### config.mk
export PLATFORM = sky130hd
export DESIGN_NAME = rgb_inverse_minmax_normalizer
export DESIGN_NICKNAME = d
export VERILOG_FILES = /design/src/hw/rtl/rimn_pkg.sv /design/src/hw/rtl/rimn_front.sv /design/src/hw/rtl/rimn_queue.sv /design/src/hw/rtl/rimn_back.sv /design/src/hw/rtl/rgb_inverse_minmax_normalizer.sv
export VERILOG_INCLUDE_DIRS = /design/src /design/src/hw/rtl
export SDC_FILE = /design/constraint.sdc
export NUM_CORES = 2
export LEC_CHECK = 0
export ABC_AREA = 1
export BUFFER_PORTS_ARGS = -buffer_cell sky130_fd_sc_hd__buf_2
export CORE_MARGIN = 5
export CORE_UTILIZATION = 69
export DETAILED_ROUTE_END_ITERATION = 16
export PLACE_DENSITY = 0.86
export SYNTH_ARGS = -nofsm -noshare
export SYNTH_HDL_FRONTEND = slang
export SYNTH_SLANG_ARGS = --single-unit
### constraint.sdc
create_clock -name clk -period 30.6 [get_ports clk]
set_input_delay 7.65 -clock clk [delete_from_list [all_inputs] [get_ports clk]]
set_output_delay 7.65 -clock clk [all_outputs]
set_load 0.005 [all_outputs]
### src/hw/rtl/rgb_inverse_minmax_normalizer_macros.svh
// assertion macros for the rgb inverse min-max normalizer
// no dependencies; define NO_ASSERTIONS to compile the checks out
`ifndef RGB_INVERSE_MINMAX_NORMALIZER_MACROS_SVH
`define RGB_INVERSE_MINMAX_NORMALIZER_MACROS_SVH
`ifndef NO_ASSERTIONS
// property that must hold at every clock edge outside reset
`define RIMN_ASSERT(label, clk, rst_n, prop, msg) \
	label: assert property (@(posedge clk) disable iff (!rst_n) (prop)) else $error(msg);
// condition in one cycle that implies a consequence in the next
`define RIMN_ASSERT_NEXT(label, clk, rst_n, ante, cons, msg) \
	label: assert property (@(posedge clk) disable iff (!rst_n) (ante) |=> (cons)) else $error(msg);
`else
`define RIMN_ASSERT(label, clk, rst_n, prop, msg)
`define RIMN_ASSERT_NEXT(label, clk, rst_n, ante, cons, msg)
`endif
`endif

### src/hw/rtl/rimn_pkg.sv
// shared types and constants for the rgb inverse min-max normalizer
// no dependencies
`timescale 1ns / 1ps

package rimn_pkg;

	localparam int NUM_CH      = 3;
	localparam int RAW_W       = 16;
	localparam int DUTY_W      = 8;
	// numerator is diff * 255, fits in raw width plus duty width
	localparam int REM_W       = RAW_W + DUTY_W;
	localparam int IN_TDATA_W  = NUM_CH * RAW_W;
	localparam int OUT_TDATA_W = NUM_CH * DUTY_W;

	localparam logic [RAW_W-1:0]  THRESH_RESET = RAW_W'(20);
	localparam logic [DUTY_W-1:0] DUTY_FULL    = '1;

	localparam int QUEUE_DEPTH_DEF = 4;

	// classified request handed from the front to the back
	typedef struct packed {
		logic                          flat;
		logic                          zero;
		logic [RAW_W-1:0]              spread;
		logic [NUM_CH-1:0][RAW_W-1:0]  diff;
	} item_t;

	// state of one divider stage, three lanes sharing one divisor
	typedef struct packed {
		logic                          flat;
		logic                          zero;
		logic [RAW_W-1:0]              spread;
		logic [NUM_CH-1:0][REM_W-1:0]  rem;
		logic [NUM_CH-1:0][DUTY_W-1:0] quo;
	} div_t;

endpackage

### src/hw/rtl/rimn_front.sv
// front end: min/max search, spread, flat and zero classification and distances from the max per request
// depends on rimn_pkg
`timescale 1ns / 1ps

module rimn_front (
	input  logic [rimn_pkg::RAW_W-1:0] red,
	input  logic [rimn_pkg::RAW_W-1:0] green,
	input  logic [rimn_pkg::RAW_W-1:0] blue,
	input  logic [rimn_pkg::RAW_W-1:0] threshold,
	output rimn_pkg::item_t            item
);
	import rimn_pkg::*;

	logic [RAW_W-1:0] lo;
	logic [RAW_W-1:0] hi;
	logic [RAW_W-1:0] lo_rg;
	logic [RAW_W-1:0] hi_rg;
	logic [RAW_W-1:0] spread;

	// three-way min and max
	always_comb begin
		lo_rg = (green < red) ? green : red;
		hi_rg = (green > red) ? green : red;
		lo    = (blue < lo_rg) ? blue : lo_rg;
		hi    = (blue > hi_rg) ? blue : hi_rg;
	end

	assign spread = hi - lo;

	// classification and per-channel distance from the maximum
	always_comb begin
		item.flat    = spread < threshold;
		item.zero    = spread == '0;
		item.spread  = spread;
		item.diff[0] = hi - red;
		item.diff[1] = hi - green;
		item.diff[2] = hi - blue;
	end

endmodule

### src/hw/rtl/rimn_queue.sv
// short fifo between the front and the back end
// depends on rimn_pkg and the assertion macro header
`timescale 1ns / 1ps
`include "rgb_inverse_minmax_normalizer_macros.svh"

module rimn_queue #(
	parameter int DEPTH = rimn_pkg::QUEUE_DEPTH_DEF
) (
	input  logic            clk,
	input  logic            arst_n,
	input  logic            in_valid,
	output logic            in_ready,
	input  rimn_pkg::item_t in_item,
	output logic            out_valid,
	input  logic            out_ready,
	output rimn_pkg::item_t out_item
);
	import rimn_pkg::*;

	localparam int PTR_W = (DEPTH > 1) ? $clog2(DEPTH) : 1;
	localparam int CNT_W = $clog2(DEPTH + 1);

	item_t            mem_q [DEPTH];
	logic [PTR_W-1:0] wr_ptr_q;
	logic [PTR_W-1:0] rd_ptr_q;
	logic [CNT_W-1:0] count_q;
	logic             push;
	logic             pop;

	assign in_ready  = count_q != CNT_W'(DEPTH);
	assign out_valid = count_q != '0;
	assign push      = in_valid && in_ready;
	assign pop       = out_valid && out_ready;
	assign out_item  = mem_q[rd_ptr_q];

	// storage
	always_ff @(posedge clk) begin
		if (push) begin
			mem_q[wr_ptr_q] <= in_item;
		end
	end

	// pointers and fill count
	always_ff @(posedge clk or negedge arst_n) begin
		if (!arst_n) begin
			wr_ptr_q <= '0;
			rd_ptr_q <= '0;
			count_q  <= '0;
		end else begin
			if (push) begin
				wr_ptr_q <= (wr_ptr_q == PTR_W'(DEPTH - 1)) ? '0 : wr_ptr_q + 1'b1;
			end
			if (pop) begin
				rd_ptr_q <= (rd_ptr_q == PTR_W'(DEPTH - 1)) ? '0 : rd_ptr_q + 1'b1;
			end
			if (push && !pop) begin
				count_q <= count_q + 1'b1;
			end else if (pop && !push) begin
				count_q <= count_q - 1'b1;
			end
		end
	end

	`RIMN_ASSERT(a_count_bound, clk, arst_n, count_q <= CNT_W'(DEPTH), "queue count above depth")
	`RIMN_ASSERT_NEXT(a_push_fills, clk, arst_n, push, count_q != '0, "queue empty after a push")

endmodule

### src/hw/rtl/rimn_back.sv
// back end: eight-stage restoring divider on three lanes plus output select
// depends on rimn_pkg and the assertion macro header
`timescale 1ns / 1ps
`include "rgb_inverse_minmax_normalizer_macros.svh"

module rimn_back (
	input  logic                             clk,
	input  logic                             arst_n,
	input  logic                             in_valid,
	output logic                             in_ready,
	input  rimn_pkg::item_t                  in_item,
	output logic                             out_valid,
	input  logic                             out_ready,
	output logic [rimn_pkg::OUT_TDATA_W-1:0] out_duty,
	output logic                             out_flat
);
	import rimn_pkg::*;

	logic [DUTY_W:1]                 vld_q;
	div_t                            stage_d [DUTY_W];
	div_t                            stage_q [1:DUTY_W];
	div_t                            head;
	div_t                            last;
	logic                            advance;
	logic [NUM_CH-1:0][DUTY_W-1:0]   duty;

	// whole pipeline moves when the output slot is free or being taken
	assign advance  = !vld_q[DUTY_W] || out_ready;
	assign in_ready = advance;

	// numerator diff * 255 as (diff << 8) - diff
	always_comb begin
		head.flat   = in_item.flat;
		head.zero   = in_item.zero;
		head.spread = in_item.spread;
		head.quo    = '0;
		for (int j = 0; j < NUM_CH; j++) begin
			head.rem[j] = {in_item.diff[j], {DUTY_W{1'b0}}}
				- {{DUTY_W{1'b0}}, in_item.diff[j]};
		end
	end

	// valid bits
	always_ff @(posedge clk or negedge arst_n) begin
		if (!arst_n) begin
			vld_q <= '0;
		end else if (advance) begin
			vld_q <= {vld_q[DUTY_W-1:1], in_valid};
		end
	end

	// one quotient bit per stage, msb first
	for (genvar k = 0; k < DUTY_W; k++) begin : g_stage
		localparam int SH = DUTY_W - 1 - k;
		logic [REM_W-1:0] trial;
		div_t             nxt;

		if (k == 0) begin : g_first
			assign stage_d[k] = head;
		end else begin : g_rest
			assign stage_d[k] = stage_q[k];
		end

		assign trial = {{(REM_W-RAW_W){1'b0}}, stage_d[k].spread} << SH;

		always_comb begin
			nxt = stage_d[k];
			for (int j = 0; j < NUM_CH; j++) begin
				if (stage_d[k].rem[j] >= trial) begin
					nxt.rem[j]     = stage_d[k].rem[j] - trial;
					nxt.quo[j][SH] = 1'b1;
				end
			end
		end

		always_ff @(posedge clk) begin
			if (advance) begin
				stage_q[k+1] <= nxt;
			end
		end
	end

	assign last = stage_q[DUTY_W];

	// flat forces white, zero spread forces black
	always_comb begin
		for (int j = 0; j < NUM_CH; j++) begin
			if (last.flat) begin
				duty[j] = DUTY_FULL;
			end else if (last.zero) begin
				duty[j] = '0;
			end else begin
				duty[j] = last.quo[j];
			end
		end
	end

	assign out_valid = vld_q[DUTY_W];
	assign out_duty  = duty;
	assign out_flat  = last.flat;

	`RIMN_ASSERT_NEXT(a_hold_stalled, clk, arst_n, vld_q[DUTY_W] && !out_ready, vld_q[DUTY_W], "stalled result dropped")
	`RIMN_ASSERT(a_rem_below_div, clk, arst_n, !vld_q[DUTY_W] || last.zero || ((last.rem[0] < REM_W'(last.spread)) && (last.rem[1] < REM_W'(last.spread)) && (last.rem[2] < REM_W'(last.spread))), "final remainder not below divisor")

endmodule

### src/hw/rtl/rgb_inverse_minmax_normalizer.sv
// Inverse min-max normalizer for 16-bit rgb readings. Each request gives one
// result: duties of 255 with flat set when max-min is below flat_threshold,
// otherwise floor((max-v)*255/(max-min)) per channel (0 for all when the
// spread is zero). One request is accepted per clock cycle while the input
// fifo has room; a result passes through that fifo and then the eight-stage
// restoring divider (one quotient bit per stage) before it reaches the
// output. The fifo lets the input keep taking requests while the output
// stalls, until its QUEUE_DEPTH entries are full. flat_threshold is written
// through cfg_we/cfg_wdata and resets to 20; the user must write it only
// while no request is in flight, the block does not enforce this.
// depends on rimn_pkg, rimn_front, rimn_queue, rimn_back
`timescale 1ns / 1ps

module rgb_inverse_minmax_normalizer #(
	parameter int QUEUE_DEPTH = rimn_pkg::QUEUE_DEPTH_DEF
) (
	input  logic                             clk,
	input  logic                             arst_n,
	input  logic                             cfg_we,
	input  logic [rimn_pkg::RAW_W-1:0]       cfg_wdata,
	input  logic                             s_axis_tvalid,
	output logic                             s_axis_tready,
	// raw_red [15:0], raw_green [31:16], raw_blue [47:32]
	input  logic [rimn_pkg::IN_TDATA_W-1:0]  s_axis_tdata,
	output logic                             m_axis_tvalid,
	input  logic                             m_axis_tready,
	// duty_red [7:0], duty_green [15:8], duty_blue [23:16]
	output logic [rimn_pkg::OUT_TDATA_W-1:0] m_axis_tdata,
	// flat [0]
	output logic                             m_axis_tuser
);
	import rimn_pkg::*;

	logic [RAW_W-1:0] threshold_q;
	item_t            front_item;
	item_t            queue_item;
	logic             queue_valid;
	logic             back_ready;

	// threshold register
	always_ff @(posedge clk or negedge arst_n) begin
		if (!arst_n) begin
			threshold_q <= THRESH_RESET;
		end else if (cfg_we) begin
			threshold_q <= cfg_wdata;
		end
	end

	// classify the incoming request
	rimn_front u_front (
		.red       (s_axis_tdata[RAW_W-1:0]),
		.green     (s_axis_tdata[2*RAW_W-1:RAW_W]),
		.blue      (s_axis_tdata[3*RAW_W-1:2*RAW_W]),
		.threshold (threshold_q),
		.item      (front_item)
	);

	// decoupling fifo
	rimn_queue #(
		.DEPTH (QUEUE_DEPTH)
	) u_queue (
		.clk       (clk),
		.arst_n    (arst_n),
		.in_valid  (s_axis_tvalid),
		.in_ready  (s_axis_tready),
		.in_item   (front_item),
		.out_valid (queue_valid),
		.out_ready (back_ready),
		.out_item  (queue_item)
	);

	// divider pipeline and output
	rimn_back u_back (
		.clk       (clk),
		.arst_n    (arst_n),
		.in_valid  (queue_valid),
		.in_ready  (back_ready),
		.in_item   (queue_item),
		.out_valid (m_axis_tvalid),
		.out_ready (m_axis_tready),
		.out_duty  (m_axis_tdata),
		.out_flat  (m_axis_tuser)
	);

endmodule

==> summary.txt <==
Critical path
  • Critical path depth: 34
  • Slowest CP cell: nand2_1
  • Worst setup EP type: flip-flop
  • Critical Path RT: 31.04 ns
  • Max stage delay on crit path: just over 0.8 ns
  • FF-to-FF path depth: 29
  • Critical path fanouts, max: 37
  • Critical path's top delay family: simple AND/OR/NAND/NOR gates
  • CP Buf/Inv Count: 5
  • Crit path DAT: 16.08 ns
  • Critical Path Start Type: input pin
  • CP most frequent cell: nand2_1
  • Crit path kind: in -> reg

Clocking
  • Hold Buf Count CTS: 0
  • Clock root cell: clkbuf_16
  • H-Tree Depth: 3
  • # resized after CTS: 0
  • Clock-pin slew on the worst setup and hold paths: 0.06 ns
  • CTS Buf Count: 103
  • Clk_lat worst skew: 0.71 ns
  • Clock Sinks: slightly above 1000
  • Clock buffer depth: 3
  • Setup Buffers After CTS: 0
  • TritonCTS clock tree: built

Timing
  • Layout Skew: 0.0296 ns
  • RSZ-0062 raised after global routing: no
  • F_max: about 0.064 GHz
  • Final Hold Vio Count: 0
  • Fin. max-slew vios: 0
  • Setup violations, final: 0
  • Worst-margin pin slew: about 1.2 ns
  • Final worst-path cycle share: 0.511
  • Worst relative slew slack: 0.167
  • Final min period: 15.64 ns
  • Setup TNS Final: 0 ns

Floorplanning
  • Row cnt: 109
  • Die area: 94800 um^2
  • Die Wd: between 300 and 400 um
  • I/O Pins: 96
  • Floorplan core area: 88200 um^2
  • Initial Util: 0.694
  • Die Span Y: 308 um

Global route
  • First-pass GRT wire length: between 200000 and 250000 um
  • Remaining Overflow, GRT: 0
  • Largest net degree at the start of global routing: 161
  • Initial antenna violation count: 0
  • Vias in the first global route: 44338
  • GRT Overall Usage: 0.322

Routing
  • Final ANT Viol Nets: 0
  • Final WL: between 150000 and 200000 um
  • Routed wire length per instance: between 20 and 25 um
  • Routed vias/inst: approximately 5.9
  • Drt drc: 0
  • Total iterations of the first detailed-routing run: 8
  • Via count: approximately 44000
  • Starting DRC count in detailed routing: between 3000 and 4000

Final layout
  • Syn-to-layout area delta: 7.99%
  • Nets: 6801
  • Layout Utilization: 0.750
  • Diode count: 0
  • Share of layout cells above drive strength 1: 0.0689

Placement
  • Port bufs: 95
  • Final HPWL DP: 117000 um
  • Global placement routability congestion: ~0.95

Synth
  • Synth warnings: 0
  • Top_reg_cell synth: edfxtp_1
  • Seq/Total Area, Yosys: 0.505
  • Post-Syn Nets: between 6000 and 7000
  • Yosys cell types: 82
  • Average instance area after synthesis: roughly 10 um^2
  • FFs w/ async S/R, synth: 0.0300
  • FF+latch count, synth: 1035
  • Post-Syn Instances: 6062
  • Post-synth EDFFs: 1004
  • Synth Cell Area: 61300 um^2

Run status
  • Status: finished, final reports clean

Worst hold path
  • HP Class: reg -> reg
  • Hold path cells: 0

Run
  • Max-cap violations: 0
## worst paths after layout
check                                                    to  slack [ns]                        startpoint
max                          u_queue.mem_q[3][65]$_DFFE_PP_       14.96                   s_axis_tdata[9]
min                        u_back.stage_q[0][809]$_DFFE_PN_        0.42  u_back.stage_q[0][695]$_DFFE_PN_
max reg2reg                u_back.stage_q[0][174]$_DFFE_PN_       23.66   u_queue.rd_ptr_q[1]$_DFFE_PN0P_
min reg2reg                u_back.stage_q[0][809]$_DFFE_PN_        0.42  u_back.stage_q[0][695]$_DFFE_PN_
max in group asynchronous   u_queue.rd_ptr_q[0]$_DFFE_PN0P_       23.07                            arst_n
min in group asynchronous        threshold_q[1]$_DFFE_PN0P_        7.00                            arst_n
## routing by layer
| metal | track usage | part of all wire | vias up |
|---|---|---|---|
| met3 | 0.0385 | 0.047 | 485 |
| li1 | - | - | 21515 |
| met2 | 0.585 | 0.51 | 1542 |
| met5 | 0 | 0 | - |
| met4 | 0.236 | 0.091 | 0 |
| met1 | 0.344 | 0.35 | 20454 |
## synth_stat cells, types with 11 or more instances
master     number  share of area
o21ai_2        29         0.0041
dfrtp_1        29          0.012
a32o_1         23         0.0038
fa_1           26         0.0085
edfxtp_1     1004           0.49
nand2_2        29         0.0030
a21o_1         26         0.0032
nor3_1         52         0.0042
o21bai_1       54         0.0066
xnor2_1       179          0.026
o2111ai_1      11         0.0016
nand2_1       986          0.060
a21oi_1       618          0.050
nor2_1        446          0.027
nand3b_1       21         0.0026
o211ai_1       14         0.0017
or2_2          11         0.0011
xor2_1        280          0.040
a31oi_1        17         0.0017
clkbuf_1       79         0.0048
o21ai_0       374          0.031
nand4_1        37         0.0038
a32oi_1        22         0.0031
inv_1         671          0.041
buf_6          14         0.0026
buf_2          19         0.0016
ha_1          540           0.11
o21ai_1        28         0.0023
a211oi_1       24         0.0029
nand3_1       166          0.014
nor4_1         46         0.0047
o21a_1         22         0.0027
## logic make-up after synthesis
group,count (synthesis),synth area share
buffers and inverters,808,0.0528
adders and majority gates,566,0.119
AOI/OAI and AO/OA,1348,0.129
xor gates and xnor gates,462,0.0666
and+or+nand+nor,1840,0.128
muxes,3,0.000551
DFF,1035,0.505
## through the flow
| step | setup WS, ns | instances | hold WS, ns | instance area (um^2) |
|---|---|---|---|---|
| detailed placement | 14.39 | 7226 | 0.405 | 62800 |
| floorplan | 7.33 | 6062 | 0.400 | 61300 |
| finish | 14.96 | 7416 | 0.418 | 66200 |
| global route | 14.33 | 7416 | 0.424 | 66200 |
| CTS | 14.99 | 7416 | 0.419 | 66200 |
| global placement | 14.52 | 7226 | 0.401 | 62800 |
## worst register-to-register path: cells and delay by family (launching register included)
kind | cells | cell delay [ns]
compound gates | 11 | 2.22
buf+inv | 6 | 1.84
simple gates | 9 | 1.39
fa+ha+maj | 2 | 0.63
flops | 1 | 0.37
xor+xnor | 1 | 0.23
## flip-flops by register name (all words and copies together), names as in the netlist
register	flops
threshold_q	16
u_back.stage_q	740
u_back.vld_q	8
u_queue.count_q	3
u_queue.mem_q	264
u_queue.rd_ptr_q	2
u_queue.wr_ptr_q	2
## final cells by class
type,instances,area (um^2)
multi-input cells,4219,27200
repair buffers,123,698
well taps,1165,1460
flip-flops and latches,1035,30900
fillers,5867,22100
inverters,684,2590
clock buffers,121,2700
clock inverters,69,614
## cells in the final DEF, fill, tap and decap left out, types with 37 or more instances in the layout
cell type / netlist / final
edfxtp_1: 1004 / 1004
nand2_1: 986 / 986
inv_1: 671 / 670
a21oi_1: 618 / 618
ha_1: 540 / 540
nor2_1: 446 / 442
o21ai_0: 374 / 374
xor2_1: 280 / 280
xnor2_1: 179 / 179
nand3_1: 166 / 166
clkbuf_16: 0 / 104
buf_2: 19 / 95
o21bai_1: 54 / 54
nor3_1: 52 / 52
nor4_1: 46 / 46
nand4_1: 37 / 37
Power is left out: the tool's default activity adds up to more than one toggle a clock period on the data nets, which glitch-free logic cannot reach.
